File: config.mk
export PLATFORM = sky130hd
export DESIGN_NAME = dcpe_mac
export DESIGN_NICKNAME = d
export VERILOG_FILES = /design/src/hdl/dcpe_pkg.sv /design/src/hdl/dcpe_mac.sv
export SDC_FILE = /design/constraint.sdc
export NUM_CORES = 2
export LEC_CHECK = 0
export BUFFER_PORTS_ARGS = -buffer_cell sky130_fd_sc_hd__buf_2
export CELL_PAD_IN_SITES_DETAIL_PLACEMENT = 1
export CELL_PAD_IN_SITES_GLOBAL_PLACEMENT = 1
export CORE_UTILIZATION = 30
export CTS_CLUSTER_SIZE = 30
export DETAILED_ROUTE_END_ITERATION = 8
export PLACE_DENSITY = 0.56
export SETUP_SLACK_MARGIN = 0.02
export SLEW_MARGIN = 40
export SYNTH_ARGS = -nofsm -noshare
export SYNTH_HDL_FRONTEND = slang
export SYNTH_SLANG_ARGS = --single-unit
File: constraint.sdc
create_clock -name clk -period 10.7 [get_ports clk]
set_input_delay 2.14 -clock clk [delete_from_list [all_inputs] [get_ports clk]]
set_output_delay 2.14 -clock clk [all_outputs]
set_load 0.005 [all_outputs]
File: src/hdl/dcpe_pkg.sv
// Shared types and constants for the direction change plane emitter.
package dcpe_pkg;

  localparam int unsigned COORD_W = 32;
  localparam int unsigned COS_W   = 31;
  localparam int unsigned OFS_W   = 48;
  localparam int unsigned ACC_W   = 64;

  localparam logic [COS_W-1:0]   COS_LIMIT_RST = 31'd929887697;
  localparam logic [COORD_W-1:0] ONE_Q30       = 32'd1073741824;

  typedef enum logic [3:0] {
    ST_IDLE,
    ST_MAG,
    ST_NORM,
    ST_SQ,
    ST_SQRT,
    ST_DIV,
    ST_DOT,
    ST_CMP,
    ST_SUM,
    ST_EMIT
  } st_t;

  typedef struct packed {
    logic clr;
    logic en;
  } mac_ctl_t;

  typedef struct packed {
    logic start;
    logic is_div;
  } iter_ctl_t;

endpackage

File: src/hdl/dcpe_mac.sv
// Registered signed multiplier with accumulator.
module dcpe_mac
  import dcpe_pkg::*;
(
  input  logic                       clk,
  input  logic                       rst_n,
  input  mac_ctl_t                   ctl,
  input  logic signed [COORD_W-1:0]  a,
  input  logic signed [COORD_W-1:0]  b,
  output logic signed [ACC_W-1:0]    acc
);

  logic signed [ACC_W-1:0] prod_r;
  logic                    pv_r;
  logic signed [ACC_W-1:0] acc_r;

  always_ff @(posedge clk) begin
    if (!rst_n) begin
      pv_r <= 1'b0;
    end else begin
      pv_r <= ctl.en;
    end
    prod_r <= a * b;
    acc_r  <= (ctl.clr ? '0 : acc_r) + (pv_r ? prod_r : '0);
  end

  assign acc = acc_r;

endmodule

### Word-level counts from Yosys, hierarchy flattened

Cells that the tools add are included.

| storage, ports and cells | value |
|---|---|
| input bits | 68 |
| output and inout bits | 64 |
| register bits | 129 |
| logic and storage cells | 7 |

| operators by class | value |
|---|---|
| add/sub/neg operators | 1 |
| mux-type cells | 2 |
| $mul | 1 |

Operators with widths:

| operator | count |
|---|---|
| $mux 64 | 2 |
| $add 64x64->64 | 1 |
| $mul 32x32->64 | 1 |

### Longest topological paths before layout

| logic depth | value |
|---|---|
| word-level depth | 2 |
| mapped depth | 28 |

### Least setup slack after synthesis

Ideal clock, no wire load.

| timing path | value |
|---|---|
| path type | input -> register |
| from | input port b[2] |
| to | register prod_r[62] |
| path buffers | 2 |
| data required time | 10.628 ns |
| arrival time | 9.589 ns |
| cell stages on the path | 25 |
| slack | 1.039 ns |
| cell sequence | clkbuf_1 nand2_1 inv_1 fa_1 fa_1 fa_1 fa_1 inv_1 fa_1 inv_1 fa_1 fa_1 fa_1 ha_1 clkbuf_1 a21o_1 a21o_1 a21oi_1 o21ai_0 a41o_1 a22o_1 a211oi_2 o31ai_2 o41ai_2 xnor2_1 |

| between the ends | value |
|---|---|
| longest elaborated chain between the ends | 1 |

RTL lines:

| item | RTL line | text |
|---|---|---|
| start: declaration | dcpe_mac.sv:9 | `input logic signed [COORD_W-1:0] b,` |
| $mul 32x32->64 | dcpe_mac.sv:23 | `prod_r <= a * b;` |
| end signal: assignment | dcpe_mac.sv:23 |  |
| end: declaration | dcpe_mac.sv:13 | `logic signed [ACC_W-1:0] prod_r;` |

Every way passes these cells.
A chain may end at the register's enable or synchronous reset.

### Worst setup path after layout

| timing path | value |
|---|---|
| from | input port b[9] |
| to | register prod_r[41] |

Same word-level chain as after synthesis.

==> summary.md <==
| Metric | Value |
|---|---|
| Clock transition at the registers of the reported paths | `about 60 ps` |
| Critical path class | `in -> reg` |
| DP Worst Slack | `462 ps` |
| Main area contributors after synthesis | `fa_1 50%, inv_1 8.5%, and2_1 8.4%` |
| DRC viols | `0` |
| RSZ-0062 raised after global routing | `no` |
| Number of routed nets with antenna violations | `0` |
| Clock Skews | `15.9 ps` |
| Share of the yosys chip area belonging to registers | `0.0600` |
| Total core area | `0.142 mm2` |
| Final setup viols | `0` |
| All-Layer GR Usage | `0.194` |
| Number of max-cap violations | `0` |
| Final Max Tran Viols | `0` |
| # nets final | `6021` |
| Gpl congestion | `0.865` |
| Hold-fix buffers, CTS | `0` |
| Vias in the first global route | `35200` |
| Synth unique cells | `78` |
| Proportion of synthesized area in mux cells | `0` |
| Initial Utilization | `0.303` |
| Vias/cell | `4.69` |
| Min cycle time layout | `9740 ps` |
| Most common cell after layout, fill and taps aside | `fa_1` |
| Fillers | `16400` |
| Clock network latency to the later pin of the worst-skew pair | `about 440 ps` |
| R2r setup slk | `6430 ps` |
| Fin crit share | `0.910` |
| Area leader, netlist | `fa_1` |
| DP HPWL | `approximately 120 mm` |
| Adder-Cell Fraction of Synth Area | `0.576` |
| F_max | `103 MHz` |
| FP Rows | `138` |
| Outcome | `completed` |
| IO buf count | `131` |
| Worst hold-check path type | `reg -> reg` |
| # IOs | `132` |
| Post-Syn Instances | `between 4000 and 5000` |
| Global route overflow | `0` |
| Setup crit start kind | `input port` |
| Average wire per standard cell | `~21 um` |
| Die width | `about 380 um` |
| Slack of the critical path | `963 ps` |
| Setup tns final | `0 ps` |
| Most used flip-flop cell after synthesis | `dfxtp_1` |
| Initial DRC count | `1421` |
| CTS tree | `done` |
| Critical Path RT | `about 11000 ps` |
| EDFF count, synth | `0` |
| Die ar. | `about 0.14 mm2` |
| CP arrival | `10080 ps` |
| Combinational family with the most area after synthesis | `adder cells` |
| Syn_area_per_cell | `9.31 um2` |
| Compound-Gate Fraction of Synth Area | `0.0638` |
| Layout cell share with drive strength beyond 1 | `0.0591` |
| First drt pass iteration count | `5` |
| # resized after CTS | `0` |
| Post-synth ARST share | `0` |
| Largest net degree at the start of global routing | `between 60 and 70` |
| WHS Path Cells | `2` |
| Worst reg-to-reg path cell count | `15` |
| Syn nets | `6021` |
| CTS sink count | `about 130` |
| P&R area growth vs syn | `7.85%` |
| Clock buffer depth | `2` |
| Via count | `roughly 31000` |
| Synth warn | `0` |
| Commonest non-fill, non-tap cells in the layout | `1083 x fa_1, 979 x inv_1, 581 x and2_1, 560 x nand2_1, 247 x ha_1` |
| First-pass GRT wire length | `217 mm` |
| Mapped Area | `0.0430 mm2` |
| Slew margin rel. | `0.404` |
| Xor/xnor share of the synthesized area | `0.0256` |
| Yosys top cell area share | `0.504` |
| Post-CTS setup buffer count | `0` |
| CP Capture Type | `flop` |
| #FFs+latches synth | `129` |
| CTS H-tree lvls | `4` |
| Crit-path max FO | `18` |
| Overall routed net length | `approximately 140 mm` |
| Root buffer cell | `clkbuf_16` |
| Antenna violations before repair | `11` |
| Slew @ Worst Pin | `between 800 and 900 ps` |
| Post-synthesis simple-gate area fraction | `0.170` |
| TritonCTS Buffers | `17` |
| Fin. Hold Viols | `0` |
| Height of the chip | `381 um` |
-- final cells by class --
class,count,area [um2],share of cell area
multi-input cells,3291,35900,0.774
inverters,980,3680,0.0792
flip-flops and latches,129,2580,0.0556
well taps,1890,2360,0.0509
repair buffers,204,1310,0.0282
clock buffers,17,425,0.00916
clock inverters,13,134,0.00288
diodes,2,5.00,0.000108
-- synth_stat cells, drive strengths merged (6+ instances only) --
cell and count:
a211oi 16, a21boi 6, a21o 61, a21oi 129
a31oi 9, and2 583, and3 14, buf 11
clkbuf 212, dfxtp 129, fa 1083, ha 247
inv 979, nand2 560, nand2b 20, nand3 24
nand4 18, nor2 103, nor2b 73, nor3 11
nor4 7, o211ai 12, o21a 17, o21ai 83
o21bai 18, o221ai 6, or2 7, xnor2 90
xor2 36
-- per-stage QoR --
| step | cells | utilization | instance area (um2) | hold WS, ps |
|---|---|---|---|---|
| floorplan | 4623 | - | 43000 | 524 |
| global placement | 6492 | 0.323 | 45800 | 544 |
| detailed placement | 6493 | 0.323 | 45800 | 555 |
| CTS | 6523 | 0.327 | 46400 | 586 |
| global route | 6524 | 0.327 | 46400 | 628 |
| finish | 6526 | 0.327 | 46400 | 578 |
-- state kept, by name, summed over array words and instances, names as in the netlist --
| register | cells |
|---|---|
| acc | 64 |
| prod_r | 64 |
| pv_r | 1 |
-- final timing paths --
kind                            startpoint    endpoint
worst max-delay path                  b[9]  prod_r[41]
worst min-delay path             prod_r[0]      acc[0]
worst max register to register        pv_r     acc[36]
worst min register to register   prod_r[0]      acc[0]
-- cell families after synthesis --
| group | count (synthesis) |
|---|---|
| simple gates | 1433 |
| flops | 129 |
| fa+ha+maj | 1330 |
| xor+xnor | 126 |
| compound gates | 402 |
| buf+inv | 1203 |
-- critical path, stage by stage --
cell and delay (ps):
buf_2 370, buf_4 360, nand2_1 130, fa_1 530
fa_1 530, fa_1 460, fa_1 540, inv_1 60
fa_1 560, fa_1 430, fa_1 540, fa_1 450
ha_1 400, a21oi_1 400, a21oi_1 130, a311oi_1 280
o21a_1 230, and2_2 210, o21ai_2 100, a311oi_1 550
o21ai_1 200, a21boi_0 260, xnor2_1 180
-- metal layers --
layer  track usage  vias up  part of all wire
met2         0.327      461              0.48
met4        0.0237       14            0.0095
met3        0.0161       77             0.031
met5             0        -           0.00060
met1         0.278    16400              0.48
li1              -    13600                 -
Power is not shown: default switching activity piles up to over one toggle a cycle in this logic, so the estimate is an artifact.
