<file path="src/hdl/dcpe_pkg.sv">
// Shared types and constants for the direction change plane emitter.
package dcpe_pkg;

  localparam int unsigned COORD_W = 32;
  localparam int unsigned COS_W   = 31;
  localparam int unsigned OFS_W   = 48;
  localparam int unsigned ACC_W   = 64;

  localparam logic [COS_W-1:0]   COS_LIMIT_RST = 31'd929887697;
  localparam logic [COORD_W-1:0] ONE_Q30       = 32'd1073741824;

  typedef enum logic [3:0] {
    ST_IDLE,
    ST_MAG,
    ST_NORM,
    ST_SQ,
    ST_SQRT,
    ST_DIV,
    ST_DOT,
    ST_CMP,
    ST_SUM,
    ST_EMIT
  } st_t;

  typedef struct packed {
    logic clr;
    logic en;
  } mac_ctl_t;

  typedef struct packed {
    logic start;
    logic is_div;
  } iter_ctl_t;

endpackage

</file>
<file path="src/hdl/dcpe_iter.sv">
// Iterative square root and division unit, one result bit per cycle.
module dcpe_iter
  import dcpe_pkg::*;
(
  input  logic                clk,
  input  logic                rst_n,
  input  iter_ctl_t           ctl,
  input  logic [ACC_W-1:0]    arg,
  input  logic [COORD_W-1:0]  den,
  output logic                done,
  output logic [COORD_W-1:0]  res
);

  localparam int unsigned CNT_W = $clog2(COORD_W);

  logic               busy_r;
  logic               done_r;
  logic               div_r;
  logic [CNT_W-1:0]   cnt_r;
  logic [ACC_W-1:0]   xs_r;
  logic [ACC_W-1:0]   rr_r;
  logic [ACC_W-1:0]   bit_r;
  logic [COORD_W-1:0] rem_r;
  logic [COORD_W-1:0] lo_r;
  logic [COORD_W-1:0] q_r;
  logic [COORD_W-1:0] den_r;

  logic [ACC_W-1:0]   sq_t;
  logic               sq_ge;
  logic [COORD_W:0]   dv_t;
  logic               dv_ge;
  logic [COORD_W:0]   dv_sub;

  assign sq_t   = rr_r + bit_r;
  assign sq_ge  = xs_r >= sq_t;
  assign dv_t   = {rem_r, lo_r[COORD_W-1]};
  assign dv_ge  = dv_t >= {1'b0, den_r};
  assign dv_sub = dv_t - {1'b0, den_r};

  always_ff @(posedge clk) begin
    if (!rst_n) begin
      busy_r <= 1'b0;
      done_r <= 1'b0;
      cnt_r  <= '0;
    end else begin
      done_r <= busy_r && (cnt_r == CNT_W'(COORD_W - 1));
      if (ctl.start) begin
        busy_r <= 1'b1;
        cnt_r  <= '0;
      end else if (busy_r) begin
        cnt_r <= cnt_r + 1'b1;
        if (cnt_r == CNT_W'(COORD_W - 1)) begin
          busy_r <= 1'b0;
        end
      end
    end
    if (ctl.start) begin
      div_r <= ctl.is_div;
      den_r <= den;
      xs_r  <= arg;
      rr_r  <= '0;
      bit_r <= ACC_W'(1) << (ACC_W - 2);
      rem_r <= arg[ACC_W-1:COORD_W];
      lo_r  <= arg[COORD_W-1:0];
      q_r   <= '0;
    end else if (busy_r) begin
      if (div_r) begin
        rem_r <= dv_ge ? dv_sub[COORD_W-1:0] : dv_t[COORD_W-1:0];
        lo_r  <= {lo_r[COORD_W-2:0], 1'b0};
        q_r   <= {q_r[COORD_W-2:0], dv_ge};
      end else begin
        if (sq_ge) begin
          xs_r <= xs_r - sq_t;
          rr_r <= (rr_r >> 1) + bit_r;
        end else begin
          rr_r <= rr_r >> 1;
        end
        bit_r <= bit_r >> 2;
      end
    end
  end

  assign done = done_r;
  assign res  = div_r ? q_r : rr_r[COORD_W-1:0];

endmodule

</file>
<file path="config.mk">
export PLATFORM = sky130hd
export DESIGN_NAME = dcpe_iter
export DESIGN_NICKNAME = d
export VERILOG_FILES = /design/src/hdl/dcpe_pkg.sv /design/src/hdl/dcpe_iter.sv
export SDC_FILE = /design/constraint.sdc
export NUM_CORES = 1
export LEC_CHECK = 0
export BUFFER_PORTS_ARGS = -buffer_cell sky130_fd_sc_hd__buf_4
export CAP_MARGIN = 20
export CORE_AREA = 5 5 198 200
export DETAILED_ROUTE_END_ITERATION = 10
export DIE_AREA = 0 0 203 205
export HOLD_SLACK_MARGIN = 0.05
export MAX_ROUTING_LAYER = met4
export PLACE_DENSITY_LB_ADDON = 0.15
export SLEW_MARGIN = 10
export SYNTH_ARGS = -nofsm -noshare
export SYNTH_HDL_FRONTEND = slang
export SYNTH_SLANG_ARGS = --single-unit
</file>
<file path="constraint.sdc">
create_clock -name clk -period 10.45 [get_ports clk]
set_input_delay 0 -clock clk [delete_from_list [all_inputs] [get_ports clk]]
set_output_delay 0 -clock clk [all_outputs]
set_load 0.05 [all_outputs]
</file>
# Word level (Yosys, flattened, before mapping)
# Cells that the tools add are included.
# Widths: inputs -> output; s select.
dict set report word_totals {
  regBits 296
  wordCells 47
  out_inout_bits 33
  inputBits 100
}
dict set report classes {
  reduce_logical 9
  n_bitwise 2
  mux 16
  addsub 5
  n_eq_ne 2
  order_cmp 2
}
# op n
set ops {}
lappend ops {{$mux 64} 5}
lappend ops {{$mux 32} 8}
lappend ops {{$add 63x63->64} 1}
lappend ops {{$add 64x63->64} 1}
lappend ops {{$ge 64x64->1} 1}
lappend ops {{$sub 64x64->64} 1}
lappend ops {{$ge 33x32->1} 1}
lappend ops {{$sub 32x32->32} 1}
lappend ops {{$reduce_and 2->1} 3}
lappend ops {{$reduce_bool 2->1} 3}
lappend ops {{$add 5x1->5 const B} 1}
lappend ops {{$eq 5x5->1 const B} 1}
lappend ops {{$mux 1} 3}
lappend ops {{$reduce_and 3->1} 1}
lappend ops {{$ne 2x2->1 const B} 1}
lappend ops {{$not 1->1} 2}
lappend ops {{$reduce_or 2->1} 1}
lappend ops {{$logic_and 1x1->1} 1}

# Logic depth before layout (Yosys ltp)
dict set report logic_depth {
  ltp_word 6
  depth_mapped 26
  ltp_nobuf 23
}

# Worst setup path after synthesis
# No wires, ideal clock.
dict set report synth_path {
  kind {reg2reg}
  start {register bit_r[20]}
  end {register xs_r[0], enable pin}
  arrival_time_ps 8973
  path_slack_ps 903
  period_less_slack_ps 9547
  setup_ps 575
  required_time_ps 9875
  path_stages_with_launch 23
  path_buffers 3
  cell_sequence {dfxtp_1 > ha_1 > nand2_1 > or4_1 > a221oi_1 > a2bb2oi_1 > a21boi_0 > o21bai_1 > inv_1 > o21ai_0 > xnor2_1 > ha_1 > clkbuf_1 > nand2_1 > nor2_1 > a21oi_1 > o21ai_1 > a21oi_1 > o21ai_2 > nand2_4 > buf_2 > buf_1 > o21ai_0}
}
dict set report synth_between {
  elab_chain_cells 4
}
# item line
set synth_lines {}
lappend synth_lines {{start: declaration} dcpe_iter.sv:22} ;# logic [ACC_W-1:0] bit_r;
lappend synth_lines {{start signal: assignment} dcpe_iter.sv:62} ;# bit_r <= ACC_W'(1) << (ACC_W - 2);
lappend synth_lines {{start signal: assignment} dcpe_iter.sv:78} ;# bit_r <= bit_r >> 2;
lappend synth_lines {{$add 64x63->64} dcpe_iter.sv:34} ;# assign sq_t = rr_r + bit_r;
lappend synth_lines {{$ge 64x64->1} dcpe_iter.sv:35} ;# assign sq_ge = xs_r >= sq_t;
lappend synth_lines {{$reduce_bool 2->1 (no line)} --}
lappend synth_lines {{$reduce_and 3->1 (no line)} --}
lappend synth_lines {{end signal: assignment} dcpe_iter.sv:60} ;# xs_r <= arg;
lappend synth_lines {{end signal: assignment} dcpe_iter.sv:73} ;# xs_r <= xs_r - sq_t;
lappend synth_lines {{end: declaration} dcpe_iter.sv:20} ;# logic [ACC_W-1:0] xs_r;
# Every way passes these cells.
# A chain may end at the register's enable or synchronous reset.

# Worst setup path in the final report
dict set report layout_path {
  start {register rr_r[14]}
  end {register xs_r[61], enable pin}
}
dict set report layout_between {
  elab_chain_cells 4
}
# item line
set layout_lines {}
lappend layout_lines {{start: declaration} dcpe_iter.sv:21} ;# logic [ACC_W-1:0] rr_r;
lappend layout_lines {{start signal: assignment} dcpe_iter.sv:74} ;# rr_r <= (rr_r >> 1) + bit_r;
lappend layout_lines {{start signal: assignment} dcpe_iter.sv:76} ;# rr_r <= rr_r >> 1;
lappend layout_lines {{$add 64x63->64} dcpe_iter.sv:34}
lappend layout_lines {{$ge 64x64->1} dcpe_iter.sv:35}
lappend layout_lines {{$reduce_bool 2->1 (no line)} --}
lappend layout_lines {{$reduce_and 3->1 (no line)} --}
# Every way passes these cells.

==> flow_summary.ini <==
[run_status]
outcome = finished, final reports clean

[synthesis]
post_synth_inst_count = 2610
postSynth.topFlopCell = sky130_fd_sc_hd__edfxtp_1
yosys-top-cells-area = sky130_fd_sc_hd__edfxtp_1 (22%), sky130_fd_sc_hd__dfxtp_1 (12%), sky130_fd_sc_hd__ha_1 (9.3%)
synthDominantCellAreaShare_pct = 22.0
synth.cells.most_frequent = sky130_fd_sc_hd__nand2_1 (309), sky130_fd_sc_hd__o21ai_0 (232), sky130_fd_sc_hd__nor2_1 (201), sky130_fd_sc_hd__a21oi_1 (180), sky130_fd_sc_hd__ha_1 (164)
synth_most_common_cell = sky130_fd_sc_hd__nand2_1
post_synth_instance_area_mm2 = 0.0220
ys.warnings.count = 0
synth.yosys.seq_area_share_pct = 34.2
synthesis.nets = 2876
postSynthRegisterBits = 296
synthDominantAreaCellType = sky130_fd_sc_hd__edfxtp_1
async_flop_share_pct = 0
syn-mean-instance-area_um2 = 8.44
count_of_flip_flops_with_a_built_in_enable_after_synthesis = 161
synth.lib_cells_used.distinct = 78

[clock_network]
cts.path.max_buffers = 3
worst_skew_pair.late_latency_ns = 0.56
htree_num_levels = 2
numCtsBuffers = 36
post_cts_buffers = 0
root_buffer = sky130_fd_sc_hd__clkbuf_16
cts_tree = built
total_number_of_clock_tree_sinks = 296
clk_pin_slew_ns = 0.06

[die]
num_io_pins = 133
fp.dieW_um = 203
core_area_mm2 = 0.0372
placement_rows = 71
die_h_um = 205
overall_die_area_mm2 = 0.0416
starting_utilization_of_the_core_area_pct = 59.2

[min_path]
timing.hold.worst.start = ctl[0]
hold_path.class = in2reg
min_to = div_r
min_path_cells = 2

[drt]
drc = 0
initialDrtViolationCount = 1863
routed_wl_um = 63800
dr.pass1.iters = 6
via_per_inst = 6.30
wire_per_inst_um = 19.7
antenna_violating_nets_post_route = 0
vias = 20421

[global_route]
gr-usage-all-layers_pct = 31.0
first_global_vias = 19369
overflow = 0
antenna_found_initial = 1
grt_pass1_wl_um = 103000
grt_start_max_net_pins = 106

[timing]
layout_min_cycle_time_ns = 7.38
peak_clock_frequency_supported_by_timing_ghz = 0.136
relSlewSlack_pct = 36.4
timing.final.setup_violations = 0
timing.final.hold_violations = 0
timing.setup.tns_ns = 0
setup_repair_after_global_routing_missed_its_margin = no
worst_slack_ns = 3.07
finalClockSkew_ns = 0.0160
worst_case_hold_slack_ns = 0.166
final.period_utilization_pct = 70.6
final_max_slew_viol_count = 0
timing_worst_slew_pin_value_ns = 0.950

[setup_path]
critical_path.startpoint_type = flip-flop
worst_reg2reg_startpoint = rr_r[14]
timing.critical_path.to_type = flip-flop
path_class = reg2reg
worst_ep_required_time_ns = 10.63
cp.arrival_ns = 7.56
ff2ff_path_depth = 21
r2r_slack_ns = 3.07
timing.rr.end = xs_r[61]
worstSetupStartpoint = rr_r[14]
crit_path_max_fanout = 53

[pwr]
p_leak_nw = 9.88
cellPowerDensity_mw_per_mm2 = 184
ir_drop_uv = 159

[layout]
synthToLayoutAreaGrowth_pct = 15.0
utilization_pct = 68.0
post-route-cell-area_mm2 = 0.0253
finalNetCount = 3008
post_route_cells_drive_above_1_share_pct = 10.7

[placed_design]
post_dp_hpwl_um = 45600
placement.io_buffers = 132
pre_cts_slack_ns = 3.05
gp_congestion = 0.953
cell_area_after_placement_mm2 = 0.0231

[run]
max_cap_violation_count = 0
per-layer routing:
| layer | up-vias | track usage (%) | part of all wire, % |
|---|---|---|---|
| met3 | 139 | 4.97 | 7.2 |
| met4 | 0 | 8.63 | 2.9 |
| met2 | 794 | 46.0 | 43 |
| met5 | - | - | 0 |
| li1 | 9870 | - | - |
| met1 | 9618 | 44.2 | 47 |
repair_timing:
item | in CTS | in global routing
hold buffers | 99 | 0
resized for setup | 0 | 0
endpoints found under the hold margin | 212 | 0
placed cells by master (no fill, tap or decap), types with 7 or more instances in the layout:
cell,synthesis,routed
sky130_fd_sc_hd__nand2_1,309,309
sky130_fd_sc_hd__o21ai_0,232,231
sky130_fd_sc_hd__nor2_1,201,200
sky130_fd_sc_hd__a21oi_1,180,179
sky130_fd_sc_hd__ha_1,164,164
sky130_fd_sc_hd__edfxtp_1,161,161
sky130_fd_sc_hd__buf_4,0,146
sky130_fd_sc_hd__dfxtp_1,135,135
sky130_fd_sc_hd__dlygate4sd3_1,0,99
sky130_fd_sc_hd__inv_1,99,97
sky130_fd_sc_hd__xnor2_1,97,97
sky130_fd_sc_hd__xor2_1,93,93
sky130_fd_sc_hd__a31oi_1,67,67
sky130_fd_sc_hd__a211oi_1,61,61
sky130_fd_sc_hd__a21o_1,58,58
sky130_fd_sc_hd__nand3_1,56,56
sky130_fd_sc_hd__nand4_1,56,56
sky130_fd_sc_hd__nor3_1,48,48
sky130_fd_sc_hd__mux2_2,47,47
sky130_fd_sc_hd__o21bai_1,40,40
sky130_fd_sc_hd__clkbuf_16,0,37
sky130_fd_sc_hd__a22o_1,32,32
sky130_fd_sc_hd__nor4_1,23,23
sky130_fd_sc_hd__o21a_1,21,21
sky130_fd_sc_hd__a31o_2,20,20
sky130_fd_sc_hd__or3_1,20,20
sky130_fd_sc_hd__nand2b_1,21,20
sky130_fd_sc_hd__and3_1,19,19
sky130_fd_sc_hd__o31ai_1,19,19
sky130_fd_sc_hd__nor2b_1,18,17
sky130_fd_sc_hd__and2_1,13,13
sky130_fd_sc_hd__a311oi_1,13,13
sky130_fd_sc_hd__o211ai_1,12,12
sky130_fd_sc_hd__mux2i_1,11,11
sky130_fd_sc_hd__and4_1,9,9
sky130_fd_sc_hd__a21boi_0,8,8
sky130_fd_sc_hd__a41oi_1,7,7
how the worst max path moves through the flow:
stage,slack (ns),cells past startpoint,end
final,3.07,21,xs_r[61]
after global routing,2.53,21,xs_r[60]
after CTS,3.01,20,xs_r[59]
after detailed placement,3.05,20,xs_r[54]
after global placement,3.24,19,xs_r[61]
after floorplan,0.90,22,xs_r[0]
registers in the layout, indices dropped and copies added (netlist names):
name and flops:
xs_r 64, busy_r 1, div_r 1, q_r 32, den_r 32, bit_r 32, cnt_r 5, done 1
rem_r 32, lo_r 32, rr_r 64
cell type report:
type | instances | area, um2
inverters | 99 | 372
repair buffers | 247 | 2120
well taps | 474 | 593
clock buffers | 46 | 990
flip-flops and latches | 296 | 7540
multi-input cells | 2062 | 13500
diodes | 2 | 5.00
fillers | 3052 | 11900
clock inverters | 15 | 158
kinds of logic (layout without fill, tap and decap cells):
| family | Yosys count | count (layout) | share of synthesized area, % |
|---|---|---|---|
| compound gates | 842 | 842 | 24.7 |
| simple gates | 806 | 806 | 16.7 |
| buf+inv | 252 | 407 | 4.45 |
| fa+ha+maj | 166 | 166 | 9.50 |
| mux | 58 | 58 | 2.90 |
| other cells | 0 | 2 | 0 |
| flops | 296 | 296 | 34.2 |
| xor+xnor | 190 | 190 | 7.56 |
report_power, final:
part / total, mW / internal, mW / leakage [nW] / switching, mW
clock network: 1.25 / 0.742 / 0.568 / 0.508
registers: 1.53 / 1.42 / 2.70 / 0.106
logic: 1.89 / 0.745 / 6.62 / 1.14
worst max-delay path: stages, from the launching register on:
cell	delay [ns]
sky130_fd_sc_hd__dfxtp_1	0.42
sky130_fd_sc_hd__ha_1	0.44
sky130_fd_sc_hd__a211oi_1	0.11
sky130_fd_sc_hd__or4_1	0.51
sky130_fd_sc_hd__a221oi_1	0.30
sky130_fd_sc_hd__a2bb2oi_1	0.49
sky130_fd_sc_hd__a21boi_0	0.25
sky130_fd_sc_hd__o21bai_1	0.28
sky130_fd_sc_hd__inv_1	0.06
sky130_fd_sc_hd__o21ai_0	0.19
sky130_fd_sc_hd__xnor2_1	0.10
sky130_fd_sc_hd__ha_1	0.42
sky130_fd_sc_hd__nand2_1	0.10
sky130_fd_sc_hd__nor2_1	0.23
sky130_fd_sc_hd__a21oi_1	0.15
sky130_fd_sc_hd__o21ai_1	0.23
sky130_fd_sc_hd__a21oi_1	0.09
sky130_fd_sc_hd__o21ai_2	0.41
sky130_fd_sc_hd__nand2_4	0.44
sky130_fd_sc_hd__buf_12	0.34
sky130_fd_sc_hd__o21ai_4	0.78
sky130_fd_sc_hd__buf_4	0.57
per-stage QoR:
step | instances | total power, mW
6_report | 3241 | 4.66
5_1_grt | 3240 | 4.94
4_1_cts | 3238 | 4.64
3_5_place_dp | 3078 | 3.34
3_3_place_gp | 3078 | 3.32
2_1_floorplan | 2610 | 2.92
No activity file was read; power rests on OpenSTA's default activity.
